### src/rtl/core/pzs_pkg.sv
// pzs_pkg: shared types, constants and sample conditioning for the pulse zero suppression block
// no dependencies; imported by every module in rtl/core
package pzs_pkg;

  localparam int MaxBins    = 32;
  localparam int SampleBits = 12;
  localparam int BinW       = $clog2(MaxBins);
  localparam int LenW       = $clog2(MaxBins + 1);
  localparam int SigW       = 17;
  localparam int SigLimit   = 65520;
  localparam int CfgW       = 20;
  localparam int CfgAddrW   = 3;
  localparam int SqW        = 32;
  localparam int SumW       = 37;
  localparam int CutW       = 24;
  localparam int CutSqW     = 2 * CutW;
  localparam int RhsW       = CutSqW + LenW;
  localparam int LhsW       = SumW + 8;
  localparam int InDataW    = 16;
  localparam int OutDataW   = 24;
  localparam int OutUserW   = 2;

  typedef enum logic [CfgAddrW-1:0] {
    CfgPedMean  = 3'd0,
    CfgPedRms   = 3'd1,
    CfgSigma    = 3'd2,
    CfgFixedCut = 3'd3,
    CfgCutMode  = 3'd4,
    CfgInvert   = 3'd5,
    CfgMinHit   = 3'd6,
    CfgRecLen   = 3'd7
  } cfg_idx_e;

  typedef struct packed {
    logic [15:0]     ped_mean;
    logic [15:0]     ped_rms;
    logic [7:0]      sigma_mult;
    logic [19:0]     fixed_cut;
    logic            cut_mode;
    logic            invert;
    logic [LenW-1:0] min_hit;
    logic [LenW-1:0] rec_len;
  } cfg_t;

  typedef enum logic [2:0] {
    SIdle,
    SCut,
    SRead,
    SLoad,
    STail
  } state_e;

  typedef struct packed {
    logic [SigW-1:0] value;
    logic [BinW-1:0] bin;
    logic            kept;
    logic            last_burst;
    logic            last_rec;
  } result_t;

  typedef struct packed {
    logic done;
    logic keep;
  } cut_status_t;

  // (raw << 4) - mean, optional negation, saturate to +-SigLimit
  function automatic logic signed [SigW-1:0] condition_sample(
    input logic [SampleBits-1:0] raw,
    input logic [15:0]           mean,
    input logic                  invert
  );
    logic signed [SigW:0] diff;
    logic signed [SigW:0] lim;
    logic signed [SigW-1:0] res;
    diff = $signed({{(SigW - SampleBits - 3){1'b0}}, raw, 4'b0000})
         - $signed({2'b00, mean});
    if (invert) begin
      diff = -diff;
    end
    lim = (SigW + 1)'(SigLimit);
    if (diff > lim) begin
      res = SigW'(SigLimit);
    end else if (diff < -lim) begin
      res = -SigW'(SigLimit);
    end else begin
      res = diff[SigW-1:0];
    end
    return res;
  endfunction

endpackage

### src/rtl/core/pzs_run_mem.sv
// pzs_run_mem: one-write one-read synchronous store for the samples of the open run
// depends on pzs_pkg for depth and width
module pzs_run_mem import pzs_pkg::*; (
  input  logic            clk_i,
  input  logic            we_i,
  input  logic [BinW-1:0] waddr_i,
  input  logic [SigW-1:0] wdata_i,
  input  logic [BinW-1:0] raddr_i,
  output logic [SigW-1:0] rdata_o
);

  logic [SigW-1:0] mem [MaxBins];
  logic [SigW-1:0] rdata_q;

  always_ff @(posedge clk_i) begin
    if (we_i) begin
      mem[waddr_i] <= wdata_i;
    end
  end

  always_ff @(posedge clk_i) begin
    rdata_q <= mem[raddr_i];
  end

  assign rdata_o = rdata_q;

endmodule

### src/rtl/core/pzs_cut_unit.sv
// pzs_cut_unit: four-stage pipeline that decides whether a closed run is kept
// depends on pzs_pkg for cfg_t, cut_status_t and widths
module pzs_cut_unit import pzs_pkg::*; (
  input  logic            clk_i,
  input  logic            rst_ni,
  input  logic            start_i,
  input  cfg_t            cfg_i,
  input  logic [LenW-1:0] run_length_i,
  input  logic [SumW-1:0] square_sum_i,
  output cut_status_t     status_o
);

  logic [3:0]        vld_q;
  logic [CutW-1:0]   cut_q;
  logic [CutSqW-1:0] cut_sq_q;
  logic [RhsW-1:0]   rhs_q;
  logic              keep_q;
  logic [CutW-1:0]   cut_d;
  logic [LhsW-1:0]   lhs;
  logic              keep_d;

  always_comb begin
    if (cfg_i.cut_mode) begin
      cut_d = {cfg_i.fixed_cut, 4'b0000};
    end else begin
      cut_d = CutW'(cfg_i.sigma_mult * cfg_i.ped_rms);
    end
  end

  // square sum in q37.8 against run length times cut squared
  assign lhs    = {square_sum_i, 8'h00};
  assign keep_d = ({{(RhsW - LhsW){1'b0}}, lhs} > rhs_q) && (run_length_i > cfg_i.min_hit);

  always_ff @(posedge clk_i or negedge rst_ni) begin
    if (!rst_ni) begin
      vld_q <= '0;
    end else begin
      vld_q <= {vld_q[2:0], start_i};
    end
  end

  always_ff @(posedge clk_i) begin
    cut_q    <= cut_d;
    cut_sq_q <= CutSqW'(cut_q * cut_q);
    rhs_q    <= RhsW'(cut_sq_q * run_length_i);
    if (vld_q[2]) begin
      keep_q <= keep_d;
    end
  end

  assign status_o.done = vld_q[3];
  assign status_o.keep = keep_q;

endmodule

### src/rtl/core/pulse_zero_suppression.sv
// pulse_zero_suppression: pedestal subtraction and run-based zero suppression of one channel
// depends on pzs_pkg, pzs_run_mem and pzs_cut_unit
//
//   channel   dir   payload                                    accept
//   s_axis    in    tdata[11:0] raw_sample                     tvalid & tready
//   m_axis    out   tdata value/bin, tuser kept/burst, tlast   tvalid & tready
//   cfg       in    cfg_addr_i register index, cfg_wdata_i     cfg_we_i
//
// an item that starts or extends a run yields nothing; an item
// with no open run yields its zero result through the output register.
// closing a run passes through the cut pipeline, then each run item takes a memory read
// and an output load, then the closing zero item when a non-positive sample closed it.
// input is held off while a run drains; reset needs no clearing pass.
module pulse_zero_suppression import pzs_pkg::*; (
  input  logic                clk_i,
  input  logic                rst_ni,
  input  logic                cfg_we_i,
  input  logic [CfgAddrW-1:0] cfg_addr_i,
  input  logic [CfgW-1:0]     cfg_wdata_i,
  input  logic                s_axis_tvalid,
  output logic                s_axis_tready,
  input  logic [InDataW-1:0]  s_axis_tdata,   // [11:0] raw_sample
  output logic                m_axis_tvalid,
  input  logic                m_axis_tready,
  output logic [OutDataW-1:0] m_axis_tdata,   // [16:0] signal_value, [21:17] time_bin
  output logic [OutUserW-1:0] m_axis_tuser,   // [0] kept, [1] last_of_burst
  output logic                m_axis_tlast    // last_of_record
);

  cfg_t            cfg_q;
  state_e          state_q, state_d;
  logic [LenW-1:0] run_length_q, run_length_d;
  logic [BinW-1:0] run_start_q, run_start_d;
  logic [BinW-1:0] bin_q, bin_d;
  logic [LenW-1:0] idx_q, idx_d;
  logic            tail_q, tail_d;
  logic [BinW-1:0] tail_bin_q, tail_bin_d;
  logic            close_last_q, close_last_d;
  logic            keep_q, keep_d;
  logic [SumW-1:0] square_sum_q, square_sum_d;
  logic [SqW-1:0]  pend_q, pend_d;
  logic            out_valid_q, out_valid_d;
  result_t         out_q;
  result_t         res;

  logic            accept, slot_free, load, clear_sum, cut_start;
  logic            pos, last, run_open, final_item;
  logic signed [SigW-1:0] sig;
  logic [LenW-1:0] len_eff;
  logic            mem_we;
  logic [BinW-1:0] mem_waddr;
  logic [SigW-1:0] mem_rdata;
  cut_status_t     cut_status;

  // configuration registers
  always_ff @(posedge clk_i or negedge rst_ni) begin
    if (!rst_ni) begin
      cfg_q.ped_mean   <= '0;
      cfg_q.ped_rms    <= '0;
      cfg_q.sigma_mult <= 8'd48;
      cfg_q.fixed_cut  <= '0;
      cfg_q.cut_mode   <= 1'b0;
      cfg_q.invert     <= 1'b0;
      cfg_q.min_hit    <= '0;
      cfg_q.rec_len    <= LenW'(MaxBins);
    end else if (cfg_we_i) begin
      case (cfg_idx_e'(cfg_addr_i))
        CfgPedMean:  cfg_q.ped_mean   <= cfg_wdata_i[15:0];
        CfgPedRms:   cfg_q.ped_rms    <= cfg_wdata_i[15:0];
        CfgSigma:    cfg_q.sigma_mult <= cfg_wdata_i[7:0];
        CfgFixedCut: cfg_q.fixed_cut  <= cfg_wdata_i[19:0];
        CfgCutMode:  cfg_q.cut_mode   <= cfg_wdata_i[0];
        CfgInvert:   cfg_q.invert     <= cfg_wdata_i[0];
        CfgMinHit:   cfg_q.min_hit    <= cfg_wdata_i[LenW-1:0];
        CfgRecLen:   cfg_q.rec_len    <= cfg_wdata_i[LenW-1:0];
        default: ;
      endcase
    end
  end

  assign sig      = condition_sample(s_axis_tdata[SampleBits-1:0], cfg_q.ped_mean,
                                     cfg_q.invert);
  assign pos      = !sig[SigW-1] && (sig != '0);
  assign run_open = (run_length_q != '0);

  always_comb begin
    if (cfg_q.rec_len == '0) begin
      len_eff = LenW'(1);
    end else if (cfg_q.rec_len > LenW'(MaxBins)) begin
      len_eff = LenW'(MaxBins);
    end else begin
      len_eff = cfg_q.rec_len;
    end
  end

  assign last          = ({1'b0, bin_q} + LenW'(1)) >= len_eff;
  assign slot_free     = !out_valid_q || m_axis_tready;
  assign s_axis_tready = (state_q == SIdle) && slot_free;
  assign accept        = s_axis_tvalid && s_axis_tready;
  assign final_item    = ((idx_q + LenW'(1)) == run_length_q);

  always_comb begin
    state_d      = state_q;
    run_length_d = run_length_q;
    run_start_d  = run_start_q;
    bin_d        = bin_q;
    idx_d        = idx_q;
    tail_d       = tail_q;
    tail_bin_d   = tail_bin_q;
    close_last_d = close_last_q;
    keep_d       = keep_q;
    pend_d       = '0;
    clear_sum    = 1'b0;
    mem_we       = 1'b0;
    mem_waddr    = run_length_q[BinW-1:0];
    cut_start    = 1'b0;
    load         = 1'b0;
    res          = '0;

    case (state_q)
      SIdle: begin
        if (accept) begin
          bin_d = last ? '0 : bin_q + BinW'(1);
          if (run_open) begin
            idx_d = '0;
            if (pos) begin
              if (run_length_q < LenW'(MaxBins)) begin
                mem_we       = 1'b1;
                run_length_d = run_length_q + LenW'(1);
                pend_d       = SqW'(sig[15:0] * sig[15:0]);
              end
              if (last) begin
                cut_start    = 1'b1;
                tail_d       = 1'b0;
                close_last_d = 1'b1;
                state_d      = SCut;
              end
            end else begin
              // closing sample follows the run as a zero item
              cut_start    = 1'b1;
              tail_d       = 1'b1;
              tail_bin_d   = bin_q;
              close_last_d = last;
              state_d      = SCut;
            end
          end else if (pos && !last) begin
            mem_we       = 1'b1;
            run_start_d  = bin_q;
            run_length_d = LenW'(1);
            clear_sum    = 1'b1;
            pend_d       = SqW'(sig[15:0] * sig[15:0]);
          end else begin
            load           = 1'b1;
            res.bin        = bin_q;
            res.last_burst = 1'b1;
            res.last_rec   = last;
          end
        end
      end
      SCut: begin
        if (cut_status.done) begin
          keep_d  = cut_status.keep;
          state_d = SRead;
        end
      end
      SRead: begin
        if (slot_free) begin
          state_d = SLoad;
        end
      end
      SLoad: begin
        load           = 1'b1;
        res.value      = keep_q ? mem_rdata : '0;
        res.bin        = run_start_q + idx_q[BinW-1:0];
        res.kept       = keep_q;
        res.last_burst = final_item && !tail_q;
        res.last_rec   = final_item && !tail_q && close_last_q;
        if (final_item) begin
          run_length_d = '0;
          clear_sum    = 1'b1;
          state_d      = tail_q ? STail : SIdle;
        end else begin
          idx_d   = idx_q + LenW'(1);
          state_d = SRead;
        end
      end
      STail: begin
        if (slot_free) begin
          load           = 1'b1;
          res.bin        = tail_bin_q;
          res.last_burst = 1'b1;
          res.last_rec   = close_last_q;
          state_d        = SIdle;
        end
      end
      default: begin
        state_d = SIdle;
      end
    endcase
  end

  // squares are registered in pend_q, then added into the sum, before the cut pipeline reads it
  assign square_sum_d = (clear_sum ? '0 : square_sum_q) + SumW'(pend_q);
  assign out_valid_d  = load ? 1'b1 : (m_axis_tready ? 1'b0 : out_valid_q);

  always_ff @(posedge clk_i or negedge rst_ni) begin
    if (!rst_ni) begin
      state_q      <= SIdle;
      run_length_q <= '0;
      run_start_q  <= '0;
      bin_q        <= '0;
      idx_q        <= '0;
      tail_q       <= 1'b0;
      tail_bin_q   <= '0;
      close_last_q <= 1'b0;
      keep_q       <= 1'b0;
      square_sum_q <= '0;
      pend_q       <= '0;
      out_valid_q  <= 1'b0;
    end else begin
      state_q      <= state_d;
      run_length_q <= run_length_d;
      run_start_q  <= run_start_d;
      bin_q        <= bin_d;
      idx_q        <= idx_d;
      tail_q       <= tail_d;
      tail_bin_q   <= tail_bin_d;
      close_last_q <= close_last_d;
      keep_q       <= keep_d;
      square_sum_q <= square_sum_d;
      pend_q       <= pend_d;
      out_valid_q  <= out_valid_d;
    end
  end

  always_ff @(posedge clk_i) begin
    if (load) begin
      out_q <= res;
    end
  end

  pzs_run_mem u_run_mem (
    .clk_i   (clk_i),
    .we_i    (mem_we),
    .waddr_i (mem_waddr),
    .wdata_i (sig),
    .raddr_i (idx_q[BinW-1:0]),
    .rdata_o (mem_rdata)
  );

  pzs_cut_unit u_cut_unit (
    .clk_i        (clk_i),
    .rst_ni       (rst_ni),
    .start_i      (cut_start),
    .cfg_i        (cfg_q),
    .run_length_i (run_length_q),
    .square_sum_i (square_sum_q),
    .status_o     (cut_status)
  );

  assign m_axis_tvalid = out_valid_q;
  assign m_axis_tdata  = {{(OutDataW - SigW - BinW){1'b0}}, out_q.bin, out_q.value};
  assign m_axis_tuser  = {out_q.last_burst, out_q.kept};
  assign m_axis_tlast  = out_q.last_rec;

endmodule

### config.mk
export PLATFORM = sky130hd
export DESIGN_NAME = pulse_zero_suppression
export DESIGN_NICKNAME = d
export VERILOG_FILES = /design/src/rtl/core/pzs_pkg.sv /design/src/rtl/core/pzs_run_mem.sv /design/src/rtl/core/pzs_cut_unit.sv /design/src/rtl/core/pulse_zero_suppression.sv
export SDC_FILE = /design/constraint.sdc
export NUM_CORES = 2
export LEC_CHECK = 0
export BUFFER_PORTS_ARGS = -buffer_cell sky130_fd_sc_hd__buf_2
export CAP_MARGIN = 25
export CORE_AREA = 2 2 429 431
export CTS_BUF_LIST = sky130_fd_sc_hd__clkbuf_4 sky130_fd_sc_hd__clkbuf_8
export DETAILED_ROUTE_END_ITERATION = 8
export DIE_AREA = 0 0 431 433
export HOLD_SLACK_MARGIN = 0.05
export PLACE_DENSITY = 0.55
export SETUP_SLACK_MARGIN = 0.3
export SLEW_MARGIN = 10
export SYNTH_ARGS = -nofsm -noshare
export SYNTH_HDL_FRONTEND = slang
export SYNTH_HIERARCHICAL = 1
export SYNTH_SLANG_ARGS = --single-unit
export TNS_END_PERCENT = 1
### constraint.sdc
create_clock -name clk_i -period 11.6 [get_ports clk_i]
set_input_delay 2.32 -clock clk_i [delete_from_list [all_inputs] [get_ports clk_i]]
set_output_delay 2.32 -clock clk_i [all_outputs]
set_load 0.005 [all_outputs]
==> flow_summary.yaml <==
status:
  outcome: "finished clean"
detailed_routing:
  via_per_inst: 5.056
  drc_errors: 0
  final_antenna_net_count: 0
  drt_iter0_markers: 2643
  wl_per_cell_um: 18.64
  detailroute.via_count: 48140
  drt_wl_total_mm: 177.5
  drtPass1Iterations: 7
sta:
  setup-tns-final_ns: 0
  max_freq_mhz: 92.42
  final.hold.worst_slack_ns: 0.3549
  timing.final.setup_violations: 0
  tightestPinTransition_ns: 1.067
  max-slew-margin-rel_pct: 28.68
  grt_setup_unrepaired: "no"
  fin_crit_sh_pct: 93.28
  finalMaxSlewViolations: 0
  final_critical_path_setup_slack_ns: 0.7797
  clock-skew-final_ns: 0.04651
  timing.final.crit_period_ns: 10.82
  finalHoldViolCount: 0
logic_synthesis:
  netlist_area_before_placement_sq_um: 72490
  synth_top_family_by_area: "adder cells"
  synth-simple-area-share_pct: 11.03
  synth-edff-count: 570
  gate_count_post_synth: 6770
  synthMuxAreaShare_pct: 5.031
  avg_inst_size_synth_sq_um: 10.71
  synth.ff_latch_count: 892
  register_area_share_after_synthesis_pct: 33.75
  xor_xnor_fraction_of_synth_area_pct: 2.836
  synth_warnings: 6
  post_synth_fa_ha_maj_area_fraction_pct: 31.92
  synth_top_cell_area_share_pct: 23.61
  synth_compound_area_share_pct: 7.691
  synth_largest_area_cell: "sky130_fd_sc_hd__edfxtp_1"
  synth.area.top_cells: "sky130_fd_sc_hd__edfxtp_1 (24%), sky130_fd_sc_hd__fa_1 (24%), sky130_fd_sc_hd__ha_1 (8.3%)"
  yosys.cell_types.count: 110
  synthFlopType: "sky130_fd_sc_hd__edfxtp_1"
  synth-async-reset-ratio_pct: 20.18
setup_path:
  worst_path_max_delay_cell: "sky130_fd_sc_hd__fa_1"
  timing.critical_path.fanout_max: 5
  slowest_delay_ns: 0.62
  worstPathArrival_ns: 11.53
  setup.worst_path.start_class: "input port"
  cp_data_required_time_ns: 12.31
  critPathKind: "in -> reg"
  timing.critical_path.mode_cell: "sky130_fd_sc_hd__fa_1"
  cp-end-kind: "flip-flop"
clocking:
  clk_pin_slew_ns: 0.06
  clock_sink_count: 892
  clkLatencyLatePin_ns: 0.88
  maximum_level_of_the_cts_h_tree: 4
  clockBufferDepth: 3
  cts_tree: "done"
  cts-buffers-inserted: 151
  postCtsHoldBufs: 0
  clk_root_buffer_cell: "sky130_fd_sc_hd__clkbuf_8"
place:
  dp_hpwl_mm: 129.7
  io_buffer_count: 66
  place.gp.congestion: 0.8603
  post-place-ws_ns: -0.2289
final_layout:
  layout-area-overhead-vs-synth_pct: 10.33
  post-route-util_pct: 43.92
  nets: 8388
  n_fill_cell: 17290
  final_layout_size_suffix_gt1_share_pct: 10.60
  regArea_sq_um: 24480
  multi_input_gate_area_sq_um: 42580
global_routing:
  grt_max_degree: 136
  vias_in_the_first_global_route: 51540
  antenna_violations_before_repair: 4
  global_route.usage.total_pct: 19.44
  grt_overflow: 0
  grt_first_pass_wirelength_mm: 285.4
floorplan:
  floorplan.initialDensity_pct: 39.81
  die_width_um: 431
  std_cell_rows: 157
  die_height_um: 433
  die-area_sq_um: 186600
  boundary_pin_count: 73
  core_area_sq_um: 182100
job:
  cap_viol_max_count: 0
worst_hold_path:
  holdCritPathClass: "reg -> reg"
[worst max-delay path, delay by kind of cell]
kind / cells / cell delay [ns]
adder cells (fa/ha/maj): 8 / 3.99
AO/OA/AOI/OAI: 14 / 3.21
XOR/XNOR: 1 / 0.18
buffers and inverters: 5 / 0.47
AND/OR/NAND/NOR: 8 / 1.36
[cell usage after synthesis (17+ instances only)]
library cell and number:
sky130_fd_sc_hd__inv_1 1177, sky130_fd_sc_hd__fa_1 854, sky130_fd_sc_hd__nand2_1 745, sky130_fd_sc_hd__edfxtp_1 570, sky130_fd_sc_hd__ha_1 483, sky130_fd_sc_hd__nor2_1 289, sky130_fd_sc_hd__mux2i_1 280, sky130_fd_sc_hd__and2_1 268
sky130_fd_sc_hd__a21oi_1 228, sky130_fd_sc_hd__dfrtp_1 177, sky130_fd_sc_hd__clkbuf_1 165, sky130_fd_sc_hd__dfxtp_1 142, sky130_fd_sc_hd__xnor2_1 142, sky130_fd_sc_hd__o21ai_0 139, sky130_fd_sc_hd__a21o_1 97, sky130_fd_sc_hd__nand3_1 92
sky130_fd_sc_hd__xor2_1 89, sky130_fd_sc_hd__mux2_2 74, sky130_fd_sc_hd__nor3_1 72, sky130_fd_sc_hd__a22oi_1 70, sky130_fd_sc_hd__nand4_1 49, sky130_fd_sc_hd__a31oi_1 41, sky130_fd_sc_hd__and3_1 36, sky130_fd_sc_hd__a22o_1 34
sky130_fd_sc_hd__buf_2 32, sky130_fd_sc_hd__nor2b_1 29, sky130_fd_sc_hd__o21bai_1 29, sky130_fd_sc_hd__o21a_1 28, sky130_fd_sc_hd__nand2b_1 26, sky130_fd_sc_hd__nor4_1 20, sky130_fd_sc_hd__o31ai_1 17
[state kept, by name, indices dropped and copies added, names as in the netlist, 3 cells and up]
| name | count |
|---|---|
| run_start_q | 5 |
| u_cut_unit/vld_q | 4 |
| m_axis_tdata | 22 |
| u_run_mem/rdata_o | 17 |
| run_length_q | 6 |
| pend_q | 31 |
| state_q | 3 |
| u_cut_unit/cut_q | 24 |
| tail_bin_q | 5 |
| idx_q | 6 |
| square_sum_q | 37 |
| u_cut_unit/cut_sq_q | 47 |
| u_run_mem/mem | 544 |
| cfg_q | 74 |
| u_cut_unit/rhs_q | 54 |
| bin_q | 5 |
[final timing paths]
kind,from,cells after the start,endpoint,slack (ns)
min in group asynchronous,rst_ni,1,cfg_q[31],1.42
max in group asynchronous,rst_ni,4,square_sum_q[30],8.45
max reg2reg,cfg_q[58],36,pend_q[31],1.47
max,s_axis_tdata[1],36,pend_q[31],0.78
min,u_cut_unit/vld_q[0],0,u_cut_unit/vld_q[1],0.35
min reg2reg,u_cut_unit/vld_q[0],0,u_cut_unit/vld_q[1],0.35
[routing by layer]
layer / track usage [%] / share of wire [%] / vias up
met2: 34.08 / 50 / 848
met1: 25.15 / 45 / 24370
met4: 5.585 / 2.5 / 0
li1: - / - / 22670
met3: 2.428 / 3.5 / 253
met5: 0 / 0 / -
[kinds of logic (layout without fill, tap and decap cells)]
group | count (synthesis) | count (layout)
compound gates | 828 | 828
flops | 892 | 892
buf+inv | 1417 | 1776
simple gates | 1705 | 1705
xor+xnor | 233 | 233
mux | 355 | 355
other cells | 3 | 9
fa+ha+maj | 1337 | 1337
[area by class of cell]
type                            count  area share (%)
Clock buffer                      234           3.518
Antenna cell                        5         0.01564
Clock inverter                     42          0.4974
Tap cell                         2385           3.731
Sequential cell                   892           30.60
Inverter                         1182           5.577
Timing Repair Buffer              318           2.827
Multi-Input combinational cell   4462           53.23
[timing repair]
action	4_1_cts	5_1_grt
setup buffers	0	1
gates resized for setup	0	14
setup endpoints to repair	0	5
[cells in the final DEF, fill, tap and decap left out, drive strengths merged, types with 9 or more instances in the layout]
cell	n
or2	19
a21boi	9
buf	317
o211ai	13
nand4	49
mux2i	280
mux2	75
and3	36
nand2b	26
o21bai	29
ha	483
o31ai	19
a211oi	17
a21oi	231
nand2	745
edfxtp	570
inv	1183
nand3	93
nor3	75
and2	268
dfxtp	142
or3	16
clkbuf	235
xor2	89
a22o	34
o21ai	146
nor2b	30
a31oi	41
a21o	97
o21a	28
a22oi	71
dfrtp	177
clkinv	29
nor2	290
xnor2	144
fa	854
nor4	20
[through the flow]
stage | std cells | area, sq um
2_1_floorplan | 6771 | 72590
5_1_grt | 9516 | 79980
3_5_place_dp | 9237 | 76680
6_report | 9520 | 79990
3_3_place_gp | 9236 | 76680
4_1_cts | 9513 | 79900
Power is not shown: default switching activity piles up to over one toggle a cycle in this logic, so the estimate is an artifact.
